--- src/design/bchd_pkg.sv ---
// Package for the button click/hold detector.
// Holds the phase and event codes, the field widths and the structs passed between modules.
// No dependencies.
package bchd_pkg;

    localparam int LEVEL_W = 8;
    localparam int TICK_W  = 16;
    localparam int CLICK_W = 8;
    localparam int PHASE_W = 3;
    localparam int EVENT_W = 3;
    localparam int BTN_W   = 3;

    localparam logic [TICK_W-1:0]  TICK_MAX  = '1;
    localparam logic [CLICK_W-1:0] CLICK_MAX = '1;
    localparam logic [CLICK_W-1:0] CLICK_ONE = CLICK_W'(1);

    // Register indexes on the configuration channel
    localparam logic CFG_HOLD_TICKS   = 1'b0;
    localparam logic CFG_CLICK_WINDOW = 1'b1;

    // Input item kinds
    localparam logic KIND_TICK = 1'b0;
    localparam logic KIND_WAKE = 1'b1;

    // Per-button phase codes
    localparam logic [PHASE_W-1:0] PH_IDLE     = 3'd0;
    localparam logic [PHASE_W-1:0] PH_UNSTABLE = 3'd1;
    localparam logic [PHASE_W-1:0] PH_STABLE   = 3'd2;
    localparam logic [PHASE_W-1:0] PH_WAIT_REL = 3'd3;
    localparam logic [PHASE_W-1:0] PH_WAIT_NXT = 3'd4;

    // Event codes
    localparam logic [EVENT_W-1:0] EV_PRESS   = 3'd0;
    localparam logic [EVENT_W-1:0] EV_REPEAT  = 3'd1;
    localparam logic [EVENT_W-1:0] EV_RELEASE = 3'd2;
    localparam logic [EVENT_W-1:0] EV_HOLD    = 3'd3;
    localparam logic [EVENT_W-1:0] EV_MCLICK  = 3'd4;

    // One result item without its last flag
    typedef struct packed {
        logic [BTN_W-1:0]   btn;
        logic [EVENT_W-1:0] ev;
        logic [CLICK_W-1:0] clicks;
    } t_res;

    // Outcome of one button step
    typedef struct packed {
        logic [PHASE_W-1:0] phase;
        logic [TICK_W-1:0]  tick;
        logic [CLICK_W-1:0] click;
        logic               clear;
        logic               ev0_vld;
        logic [EVENT_W-1:0] ev0;
        logic [CLICK_W-1:0] ev0_clicks;
        logic               ev1_vld;
        logic [CLICK_W-1:0] ev1_clicks;
    } t_step;

    // Commands to the button state store
    typedef struct packed {
        logic wr;
        logic clr;
        logic wake;
    } t_store_cmd;

endpackage

--- src/design/bchd_step.sv ---
// Shared per-button step unit of the button click/hold detector.
// Computes one button's next phase, counts and events for a tick.
// Depends on bchd_pkg.
module bchd_step (
    input  logic [bchd_pkg::PHASE_W-1:0] i_phase,
    input  logic [bchd_pkg::TICK_W-1:0]  i_tick,
    input  logic [bchd_pkg::CLICK_W-1:0] i_click,
    input  logic                         i_down,
    input  logic [bchd_pkg::TICK_W-1:0]  i_hold_ticks,
    input  logic [bchd_pkg::TICK_W-1:0]  i_click_window,
    output bchd_pkg::t_step              o_step
);
    import bchd_pkg::*;

    logic [TICK_W-1:0]  w_tick;
    logic [CLICK_W-1:0] w_click_inc;

    // Count the tick for any non-idle button, saturating
    assign w_tick = (i_phase != PH_IDLE && i_tick != TICK_MAX) ? i_tick + TICK_W'(1) : i_tick;
    assign w_click_inc = (i_click != CLICK_MAX) ? i_click + CLICK_ONE : i_click;

    // Advance the button's phase machine
    always_comb begin
        o_step            = '0;
        o_step.phase      = i_phase;
        o_step.tick       = w_tick;
        o_step.click      = i_click;
        o_step.ev0_clicks = i_click;
        o_step.ev1_clicks = w_click_inc;
        unique case (i_phase)
            PH_IDLE: begin
                if (i_down) begin
                    o_step.phase = PH_UNSTABLE;
                end
            end
            PH_UNSTABLE: begin
                if (i_down) begin
                    o_step.ev0_vld = 1'b1;
                    o_step.ev0     = EV_PRESS;
                    o_step.phase   = PH_STABLE;
                    o_step.click   = w_click_inc;
                    o_step.ev1_vld = (w_click_inc > CLICK_ONE);
                end else if (i_click == '0) begin
                    o_step.clear = 1'b1;
                end else begin
                    o_step.phase = PH_WAIT_NXT;
                end
            end
            PH_STABLE: begin
                if (!i_down) begin
                    o_step.ev0_vld = 1'b1;
                    o_step.ev0     = EV_RELEASE;
                    o_step.phase   = PH_WAIT_NXT;
                end else if (w_tick > i_hold_ticks) begin
                    o_step.ev0_vld = 1'b1;
                    o_step.ev0     = EV_HOLD;
                    o_step.phase   = PH_WAIT_REL;
                end
            end
            PH_WAIT_REL: begin
                if (!i_down) begin
                    o_step.ev0_vld = 1'b1;
                    o_step.ev0     = EV_RELEASE;
                    o_step.clear   = 1'b1;
                end
            end
            PH_WAIT_NXT: begin
                if (w_tick > i_click_window) begin
                    o_step.ev0_vld = 1'b1;
                    o_step.ev0     = EV_MCLICK;
                    o_step.clear   = 1'b1;
                end else begin
                    o_step.phase = PH_UNSTABLE;
                end
            end
            default: begin
                // Unreachable codes: only the tick is counted
            end
        endcase
    end

endmodule

--- src/design/bchd_store.sv ---
// Per-button state store of the button click/hold detector.
// Holds phase, tick count and click count for each button; one write port, clear-all and wake.
// Depends on bchd_pkg.
module bchd_store #(
    parameter int BUTTONS = 8,
    parameter int IDX_W   = 3
) (
    input  logic                         i_clk,
    input  logic                         i_rst_n,
    input  bchd_pkg::t_store_cmd         i_cmd,
    input  logic [IDX_W-1:0]             i_idx,
    input  logic [BUTTONS-1:0]           i_wake_mask,
    input  logic [bchd_pkg::PHASE_W-1:0] i_phase,
    input  logic [bchd_pkg::TICK_W-1:0]  i_tick,
    input  logic [bchd_pkg::CLICK_W-1:0] i_click,
    output logic [bchd_pkg::PHASE_W-1:0] o_phase,
    output logic [bchd_pkg::TICK_W-1:0]  o_tick,
    output logic [bchd_pkg::CLICK_W-1:0] o_click
);
    import bchd_pkg::*;

    logic [PHASE_W-1:0] r_phase [BUTTONS];
    logic [TICK_W-1:0]  r_tick  [BUTTONS];
    logic [CLICK_W-1:0] r_click [BUTTONS];

    // Read the button under the walk
    assign o_phase = r_phase[i_idx];
    assign o_tick  = r_tick[i_idx];
    assign o_click = r_click[i_idx];

    // Clear all, arm pressed buttons on wake, or write back one button
    always_ff @(posedge i_clk) begin
        for (int j = 0; j < BUTTONS; j++) begin
            if (!i_rst_n || i_cmd.clr) begin
                r_phase[j] <= PH_IDLE;
                r_tick[j]  <= '0;
                r_click[j] <= '0;
            end else if (i_cmd.wake) begin
                if (i_wake_mask[j]) begin
                    r_phase[j] <= PH_UNSTABLE;
                    r_tick[j]  <= '0;
                    r_click[j] <= '0;
                end
            end else if (i_cmd.wr && i_idx == IDX_W'(j)) begin
                r_phase[j] <= i_phase;
                r_tick[j]  <= i_tick;
                r_click[j] <= i_click;
            end
        end
    end

endmodule

--- src/design/button_click_hold_detector.sv ---
// Top level of the button click/hold detector: sequencer, config registers, result output.
// Walks the buttons through the shared step unit; depends on bchd_pkg, bchd_step, bchd_store.
//
//  channel  | dir | handshake              | payload
//  ---------+-----+------------------------+---------------------------------------------
//  s (in)   | in  | i_s_tvalid/o_s_tready  | tdata: levels; tuser: kind
//  m (out)  | out | o_m_tvalid/i_m_tready  | tdata: button, clicks; tuser: event_res; tlast
//  cfg      | in  | i_cfg_valid/o_cfg_ready| i_cfg_index, i_cfg_data
//
// A wake request is taken while idle and arms the pressed buttons. A tick request walks each
// button through the shared step unit, with an extra step for each repeated press and a flush of
// the last result; the step unit is the only datapath. Results pass through a pending
// register and an output register; the walk stalls only when both are full.
// Reset is synchronous, active low, and clears all button state and restores the registers.
module button_click_hold_detector #(
    parameter int BUTTONS = 8
) (
    input  logic                         i_clk,
    input  logic                         i_rst_n,
    input  logic                         i_s_tvalid,
    output logic                         o_s_tready,
    input  logic [7:0]                   i_s_tdata,   // [7:0] levels
    input  logic [0:0]                   i_s_tuser,   // [0] kind
    output logic                         o_m_tvalid,
    input  logic                         i_m_tready,
    output logic [15:0]                  o_m_tdata,   // [2:0] button, [10:3] clicks, [15:11] 0
    output logic [2:0]                   o_m_tuser,   // [2:0] event_res
    output logic                         o_m_tlast,
    input  logic                         i_cfg_valid,
    output logic                         o_cfg_ready,
    input  logic [0:0]                   i_cfg_index,
    input  logic [bchd_pkg::TICK_W-1:0]  i_cfg_data
);
    import bchd_pkg::*;

    localparam int IDX_W = (BUTTONS > 1) ? $clog2(BUTTONS) : 1;
    localparam logic [IDX_W-1:0] IDX_LAST = IDX_W'(BUTTONS - 1);

    localparam logic [1:0] ST_IDLE  = 2'd0;
    localparam logic [1:0] ST_WALK  = 2'd1;
    localparam logic [1:0] ST_EMIT2 = 2'd2;
    localparam logic [1:0] ST_FLUSH = 2'd3;

    logic [1:0]         r_state, n_state;
    logic [IDX_W-1:0]   r_idx, n_idx;
    logic [LEVEL_W-1:0] r_lv, n_lv;
    logic [TICK_W-1:0]  r_hold, n_hold;
    logic [TICK_W-1:0]  r_window, n_window;
    t_res               r_pend, n_pend;
    logic               r_pend_vld, n_pend_vld;
    t_res               r_ev1, n_ev1;
    t_res               r_out, n_out;
    logic               r_out_vld, n_out_vld;
    logic               r_out_last, n_out_last;

    logic [BUTTONS-1:0] w_lv;
    logic [BUTTONS-1:0] w_wake_mask;
    logic [BTN_W-1:0]   w_btn;
    logic [PHASE_W-1:0] w_phase;
    logic [TICK_W-1:0]  w_tick;
    logic [CLICK_W-1:0] w_click;
    t_step              w_step;
    t_store_cmd         w_cmd;
    t_res               w_push_res;
    logic               w_push;
    logic               w_stall;
    logic               w_out_free;
    logic               w_flush_ld;
    logic               w_accept;

    // Spread the level bits over the buttons; buttons past the field read released
    for (genvar j = 0; j < BUTTONS; j++) begin : g_lv
        if (j < LEVEL_W) begin : g_on
            assign w_lv[j]        = r_lv[j];
            assign w_wake_mask[j] = i_s_tdata[j];
        end else begin : g_off
            assign w_lv[j]        = 1'b0;
            assign w_wake_mask[j] = 1'b0;
        end
    end

    assign w_btn      = BTN_W'(r_idx);
    assign w_accept   = i_s_tvalid && o_s_tready;
    assign w_out_free = !r_out_vld || i_m_tready;

    bchd_store #(
        .BUTTONS (BUTTONS),
        .IDX_W   (IDX_W)
    ) u_store (
        .i_clk       (i_clk),
        .i_rst_n     (i_rst_n),
        .i_cmd       (w_cmd),
        .i_idx       (r_idx),
        .i_wake_mask (w_wake_mask),
        .i_phase     (w_step.phase),
        .i_tick      (w_step.tick),
        .i_click     (w_step.click),
        .o_phase     (w_phase),
        .o_tick      (w_tick),
        .o_click     (w_click)
    );

    bchd_step u_step (
        .i_phase        (w_phase),
        .i_tick         (w_tick),
        .i_click        (w_click),
        .i_down         (w_lv[r_idx]),
        .i_hold_ticks   (r_hold),
        .i_click_window (r_window),
        .o_step         (w_step)
    );

    // Pick the result to push into the pending register this cycle
    always_comb begin
        w_push     = 1'b0;
        w_push_res = r_ev1;
        if (r_state == ST_WALK) begin
            w_push     = w_step.ev0_vld;
            w_push_res = '{btn: w_btn, ev: w_step.ev0, clicks: w_step.ev0_clicks};
        end else if (r_state == ST_EMIT2) begin
            w_push = 1'b1;
        end
    end

    // Hold the walk while a push would overrun both result registers
    assign w_stall    = w_push && r_pend_vld && !w_out_free;
    assign w_flush_ld = (r_state == ST_FLUSH) && r_pend_vld && w_out_free;

    // Store commands: wake on an accepted wake, write back and clear on a walk step
    always_comb begin
        w_cmd      = '0;
        w_cmd.wake = w_accept && (i_s_tuser[0] == KIND_WAKE);
        w_cmd.wr   = (r_state == ST_WALK) && !w_stall;
        w_cmd.clr  = (r_state == ST_WALK) && !w_stall && w_step.clear;
    end

    // Sequencer, pending and output registers
    always_comb begin
        n_state    = r_state;
        n_idx      = r_idx;
        n_lv       = r_lv;
        n_ev1      = r_ev1;
        n_pend     = r_pend;
        n_pend_vld = r_pend_vld;
        n_out      = r_out;
        n_out_last = r_out_last;
        n_out_vld  = r_out_vld && !i_m_tready;
        n_hold     = r_hold;
        n_window   = r_window;

        if (i_cfg_valid && o_cfg_ready) begin
            unique case (i_cfg_index[0])
                CFG_HOLD_TICKS:   n_hold   = i_cfg_data;
                CFG_CLICK_WINDOW: n_window = i_cfg_data;
                default:          n_hold   = r_hold;
            endcase
        end

        // Move the pending result out when a new one replaces it
        if (w_push && !w_stall) begin
            if (r_pend_vld) begin
                n_out      = r_pend;
                n_out_last = 1'b0;
                n_out_vld  = 1'b1;
            end
            n_pend     = w_push_res;
            n_pend_vld = 1'b1;
        end
        // The final result of a request carries last
        if (w_flush_ld) begin
            n_out      = r_pend;
            n_out_last = 1'b1;
            n_out_vld  = 1'b1;
            n_pend_vld = 1'b0;
        end

        unique case (r_state)
            ST_IDLE: begin
                if (w_accept && i_s_tuser[0] == KIND_TICK) begin
                    n_state = ST_WALK;
                    n_idx   = '0;
                    n_lv    = i_s_tdata;
                end
            end
            ST_WALK: begin
                if (!w_stall) begin
                    if (w_step.ev1_vld) begin
                        n_ev1   = '{btn: w_btn, ev: EV_REPEAT, clicks: w_step.ev1_clicks};
                        n_state = ST_EMIT2;
                    end else if (r_idx == IDX_LAST) begin
                        n_state = ST_FLUSH;
                    end else begin
                        n_idx = r_idx + IDX_W'(1);
                    end
                end
            end
            ST_EMIT2: begin
                if (!w_stall) begin
                    if (r_idx == IDX_LAST) begin
                        n_state = ST_FLUSH;
                    end else begin
                        n_idx   = r_idx + IDX_W'(1);
                        n_state = ST_WALK;
                    end
                end
            end
            ST_FLUSH: begin
                if (!r_pend_vld || w_out_free) begin
                    n_state = ST_IDLE;
                end
            end
            default: n_state = ST_IDLE;
        endcase
    end

    // Control registers
    always_ff @(posedge i_clk) begin
        if (!i_rst_n) begin
            r_state    <= ST_IDLE;
            r_idx      <= '0;
            r_pend_vld <= 1'b0;
            r_out_vld  <= 1'b0;
            r_hold     <= TICK_W'(100);
            r_window   <= TICK_W'(50);
        end else begin
            r_state    <= n_state;
            r_idx      <= n_idx;
            r_pend_vld <= n_pend_vld;
            r_out_vld  <= n_out_vld;
            r_hold     <= n_hold;
            r_window   <= n_window;
        end
    end

    // Payload registers
    always_ff @(posedge i_clk) begin
        r_lv       <= n_lv;
        r_ev1      <= n_ev1;
        r_pend     <= n_pend;
        r_out      <= n_out;
        r_out_last <= n_out_last;
    end

    assign o_s_tready  = (r_state == ST_IDLE);
    assign o_cfg_ready = 1'b1;
    assign o_m_tvalid  = r_out_vld;
    assign o_m_tdata   = {5'b0, r_out.clicks, r_out.btn};
    assign o_m_tuser   = r_out.ev;
    assign o_m_tlast   = r_out_last;

`ifndef NO_ASSERTIONS
    // No result may linger in the pending register once a request is done
    a_idle_no_pend: assert property (@(posedge i_clk) disable iff (!i_rst_n)
        (r_state == ST_IDLE) |-> !r_pend_vld)
        else $error("pending result left behind at idle");

    // The repeated press always follows a press that sits in the pending register
    a_emit2_pend: assert property (@(posedge i_clk) disable iff (!i_rst_n)
        (r_state == ST_EMIT2) |-> (r_pend_vld && r_pend.ev == EV_PRESS))
        else $error("repeated press without a pending press");

    // A flush that can move its result finishes the request
    a_flush_done: assert property (@(posedge i_clk) disable iff (!i_rst_n)
        (r_state == ST_FLUSH && (!r_pend_vld || w_out_free)) |=> (r_state == ST_IDLE))
        else $error("flush did not complete");

    // The walk index stays within the button range
    a_idx_range: assert property (@(posedge i_clk) disable iff (!i_rst_n)
        (r_state == ST_WALK || r_state == ST_EMIT2) |-> (r_idx <= IDX_LAST))
        else $error("walk index out of range");
`endif

endmodule
--- config.mk ---
export PLATFORM = sky130hd
export DESIGN_NAME = button_click_hold_detector
export DESIGN_NICKNAME = d
export VERILOG_FILES = /design/src/design/bchd_pkg.sv /design/src/design/bchd_step.sv /design/src/design/bchd_store.sv /design/src/design/button_click_hold_detector.sv
export SDC_FILE = /design/constraint.sdc
export NUM_CORES = 1
export LEC_CHECK = 0
export BUFFER_PORTS_ARGS = -buffer_cell sky130_fd_sc_hd__buf_4
export CAP_MARGIN = 20
export CORE_MARGIN = 2
export CORE_UTILIZATION = 55
export CTS_CLUSTER_SIZE = 28
export DETAILED_ROUTE_END_ITERATION = 6
export GPL_TIMING_DRIVEN = 0
export PLACE_DENSITY = 0.72
export SYNTH_ARGS = -nofsm -noshare
export SYNTH_HDL_FRONTEND = slang
export SYNTH_SLANG_ARGS = --single-unit
--- constraint.sdc ---
create_clock -name i_clk -period 9.2 [get_ports i_clk]
set_input_delay 1.84 -clock i_clk [delete_from_list [all_inputs] [get_ports i_clk]]
set_output_delay 1.84 -clock i_clk [all_outputs]
set_load 0.05 [all_outputs]
Word-level counts from Yosys, hierarchy flattened

Memory sizes are Yosys's and may differ from the RTL's. A register that Yosys moved wholly into a read port is not among the register bits.
Index checks and enable logic that the tools add are counted.

Equal/unequal tests: 22
Reduce and logical (&&, ||, !) cells: 46
Multiplexer cells: 167
Order comparisons: 4
Bitwise operators: 52
$add $sub $neg: 3

Operators by type and width:

| operator                                                             | count |
|---|---|
| 16-bit 2-to-1 mux                                                    | 17 |
| 8-bit 2-to-1 mux                                                     | 19 |
| 3-bit 2-to-1 mux                                                     | 33 |
| 1-bit 2-to-1 mux                                                     | 76 |
| 14-bit 2-to-1 mux                                                    | 4 |
| 1-bit OR                                                             | 48 |
| 16-bit > comparator                                                  | 2 |
| 1-bit logical AND                                                    | 20 |
| 16-bit by 1-bit adder with 16-bit output, second input constant      | 1 |
| 16-bit != test, second input constant                                | 1 |
| 4-bit one-hot mux with 4 select lines                                | 1 |
| 3-bit == test, second input constant                                 | 5 |
| 2-bit 2-to-1 mux                                                     | 7 |
| 3-bit by 2-bit == test with 1-bit output, second input constant      | 4 |
| 4-bit 2-to-1 mux                                                     | 3 |
| 3-bit one-hot mux with 4 select lines                                | 1 |
| 5-bit 2-to-1 mux                                                     | 2 |
| 2-bit AND reduction                                                  | 5 |
| 5-bit AND reduction                                                  | 2 |
| 3-bit one-hot mux with 3 select lines                                | 1 |
| 8-bit by 1-bit adder with 8-bit output, second input constant        | 1 |
| 8-bit by 1-bit > comparator with 1-bit output, second input constant | 1 |
| 8-bit logical NOT                                                    | 1 |
| 8-bit != test, second input constant                                 | 1 |
| other kinds (20)                                                     | 38 |

Bits of input ports: 31
Word-level logic and storage cells: 313
Register bits: 87
Memory bits (writable): 216
Memories kept: 3

Memory list:

| name            | depth | bits a word | read ports | clocked after memory_dff | write ports | line             | RTL |
|---|---|---|---|---|---|---|---|
| u_store.r_tick  | 8     | 16          | 1          | 1                        | 8           | bchd_store.sv:23 | `logic [TICK_W-1:0] r_tick [BUTTONS];` |
| u_store.r_click | 8     | 8           | 1          | 1                        | 8           | bchd_store.sv:24 | `logic [CLICK_W-1:0] r_click [BUTTONS];` |
| u_store.r_phase | 8     | 3           | 1          | 1                        | 8           | bchd_store.sv:22 | `logic [PHASE_W-1:0] r_phase [BUTTONS];` |

Longest topological paths before layout

Depth in word-level cells: 18
Mapped depth: 27
Depth with buffers taken out: 22

Modules after synthesis

A second synthesis with hierarchy kept.

Cells, all modules: 1239
Area, all modules: 15290.9 um^2

Modules (own cells, without submodules):

| module                     | area an instance (um^2) | times used | cells each | sequential area each (um^2) |
|---|---|---|---|---|
| bchd_store                 | 10075.9                 | 1          | 687        | 6486.2 |
| button_click_hold_detector | 3409.5                  | 1          | 280        | 2212.1 |
| bchd_step                  | 1805.5                  | 1          | 272        | 0.0 |

Least setup slack after synthesis

Ideal clock, no wire load.

Kind: register to register
Start point: register with a tool-made name
End point: memory u_store.r_click[0][0], enable pin
Path buffers: 6
Slack: 1.960 ns
Cell stages (with the launch flop): 26
Arrival time: 6.854 ns
Clock period less this slack: 7.240 ns
Path through: dfxtp_1 buf_6 buf_4 buf_2 buf_2 mux4_2 mux2_2 ha_1 inv_1 nor4_1 and4b_1 nor4_1 nand2_1 nor4_1 xnor2_1 ha_1 nand4_1 nor3_1 nand2_1 or4_1 a311o_1 buf_4 o21a_1 o21ai_2 buf_2 a221o_1

RTL lines:

| element   | line |
|---|---|
| to (decl) | bchd_store.sv:24 |

==> out/results.ini <==
[critical_path]
worst-path-buf-inv = 7
worstPathRequired_ns = 9.32
slowest_delay_ns = 0.77
arrival_ns = 9.17
cp-end-kind = flop
setup.worst_path.start_class = flop
reg2reg_slack_ns = 0.15
critPathMaxFanout = 27
crit_path_top_delay_cell = a221o_2
cpLargestDelayFamily = simple AND/OR/NAND/NOR gates
worst-setup-path-type = reg2reg

[sta]
fmax_mhz = 111
worstMarginPinSlew_ns = 1.00
setup_viol = 0
hold_viol = 0
fin_crit_sh = 0.984
relSlewSlack = 0.314
fin_skew_ns = 0.0178
slew_violations = 0
fin_crit_ns = 9.05
rsz0062_at_grt = yes

[layout]
final_core_util = 0.630
antenna_cells = 0
drive_gt1_frac = 0.165
synthToLayoutAreaGrowth_pct = 12.6
final_nets = 1443

[cts]
h-tree-depth = 2
cts_tree = yes
clockBufferDepth = 3
post-cts-setup-buffers = 0
clk_latency_ns = 0.51
post_cts_resized = 0
numCtsBuffers = 35
cts_sinks = 306
cts_root_buf = clkbuf_16
clk_pin_slew_ns = 0.05
cts_hold_buffers = 0

[global_routing]
track_usage = 0.287
antenna_found_initial = 0
grt_pass1_wl_um = 61400
grt-ovfl-total = 0
grt_max_degree = 28
grt_pass1_vias = 10900

[place]
gp_congestion = 0.896
port_buffers = 46
hpwl_um = 26700

[route]
avgViaCountPerCell = 6.15
drt_first_pass_iters = 5
dr_total_vias = 10700
wire_per_inst_um = 23.2
drtIter0Drc = 1156
ant_nets = 0
routed_wl_um = 40300
drcViolationCount = 0

[logic_synthesis]
synth_top_area_frac = 0.525
synth_cell_types = 64
syn_inst = 1280
synth-seq-area-share = 0.583
synth_ff_type = edfxtp_1
yosysTopAreaCell = edfxtp_1
ys.warnings.count = 0
synth_edf_count = 263
synth_area_um2 = 15000
ys_top_cells_by_area = edfxtp_1 (53%), mux4_2 (7.3%), dfxtp_1 (5.7%), nor2_1 (5.3%), nand2_1 (4.3%)
ys_seq_elements = 306
postSynthAreaPerCell_um2 = 11.7
async_reset_ff_frac = 0

[die]
rows = 60
core_um2 = 26900
io_pins = 54
start_util = 0.559
die_w_um = 169
dieArea_um2 = 28700
fp.dieH_um = 169

[pwr]
clock_power_share = 0.302
power_leakage_nw = 5.84
p_per_area_nw_per_um2 = 249
p_int_mw = 2.83
power_mw = 4.21
power_frac_comb = 0.275
swShare = 0.329
vdd_drop_max_v = 0.000227
switching_power_mw = 1.39
sequentialPowerShare = 0.422

[outcome]
status = complete, no violations

[min_path]
hold_path_class = reg2reg

[flow_run]
drv_cap = 0

-- metal layers --
layer,global-route usage,share of wire
met5,0,0
met4,0.122,0.038
met3,0.0436,0.084
met2,0.477,0.48
met1,0.380,0.39
-- layout make-up --
cell class	count	area [um^2]
buffer	75	404
fill	2185	9950
timing repair buffer	50	408
clock inverter	20	120
clock buffer	42	912
multi-input combinational	832	5630
tap	341	427
inverter	71	267
sequential	306	8760
-- state kept, by name (all words and copies together), names as in the netlist, 2 cells and up, named ones only --
name             cells
u_store.r_tick     128
o_m_tuser            3
r_hold              16
o_m_tdata           11
r_idx                3
r_lv                 8
u_store.r_click     64
r_state              2
r_ev1               11
r_window            16
u_store.r_phase     24
r_pend              14
-- synthesized netlist by cell type, types with 3 or more instances --
master,count
o2111ai_2,4
edfxtp_1,263
nor4_1,10
buf_2,23
and3_1,6
a221o_1,8
inv_1,68
nand2_1,174
nor2_1,212
xor2_1,4
and2_1,6
o211ai_1,10
a21oi_1,57
dfxtp_1,43
o22ai_1,7
o32ai_1,3
or3_1,5
nand4_1,10
o21ai_0,13
mux4_2,49
a211oi_1,7
nand3_1,16
clkbuf_1,28
xnor2_1,13
mux2_2,17
clkinv_1,3
ha_1,41
a21o_1,3
o41a_1,6
nor3_1,47
buf_6,5
buf_1,4
nor2b_1,22
nand2b_1,4
o31ai_1,6
buf_4,15
or2_2,5
mux2i_1,29
-- cells in the final DEF, fill, tap and decap left out, types with 7 or more instances in the layout --
cell type and instances:
buf_2 23, nor4_1 10, mux2i_1 29, o211ai_1 10
nand2_1 174, xnor2_1 13, dfxtp_1 43, nor2b_1 22
ha_1 41, nand4_1 10, clkinv_2 7, a221o_2 8
clkbuf_1 34, buf_4 63, clkinv_1 13, o21ai_0 13
edfxtp_1 263, inv_1 68, mux4_2 49, a211oi_1 7
mux2_2 17, a21oi_1 57, o22ai_1 7, clkbuf_16 35
nor3_1 47, nand3_1 16, nor2_1 212
-- cells by family after synthesis --
logic type / Yosys count / share of synthesized area
adder cells (fa/ha/maj): 41 / 0.0341
buffers and inverters: 146 / 0.0446
flip-flops: 306 / 0.583
other: 2 / 0.000500
XOR/XNOR: 17 / 0.00990
AO/OA/AOI/OAI: 144 / 0.0673
multiplexers: 98 / 0.110
AND/OR/NAND/NOR: 526 / 0.151
-- metrics by stage --
stage          setup TNS, ns  worst slack [ns]  hold WS [ns]  cells  cell area (um^2)
3_5_place_dp               0             0.349         0.405   1674             15900
6_report                   0             0.150         0.417   1737             16900
2_1_floorplan              0              1.96         0.400   1284             15000
3_3_place_gp          -13.73            -0.295         0.400   1671             15800
5_1_grt               -11.97            -0.152         0.420   1737             16900
4_1_cts                    0             0.305         0.418   1736             16900
-- power by group through the flow --
stage | Clock (mW) | Sequential [mW] | Combinational [mW]
floorplan | 0 | 1.81 | 0.755
global placement | 0 | 1.80 | 1.10
detailed placement | 0 | 1.81 | 1.13
CTS | 1.28 | 1.78 | 1.14
global route | 1.33 | 1.79 | 1.25
finish | 1.27 | 1.78 | 1.16
-- worst paths after layout --
kind / start / end / depth (start not counted)
worst max-delay path: flop / u_store.r_tick[1][4] / 25
worst min-delay path: r_pend[5] / o_m_tdata[8] / 0
worst max register to register: flop / u_store.r_tick[1][4] / 25
worst min register to register: r_pend[5] / o_m_tdata[8] / 0
Note: power is estimated with default switching activity, not from simulation.
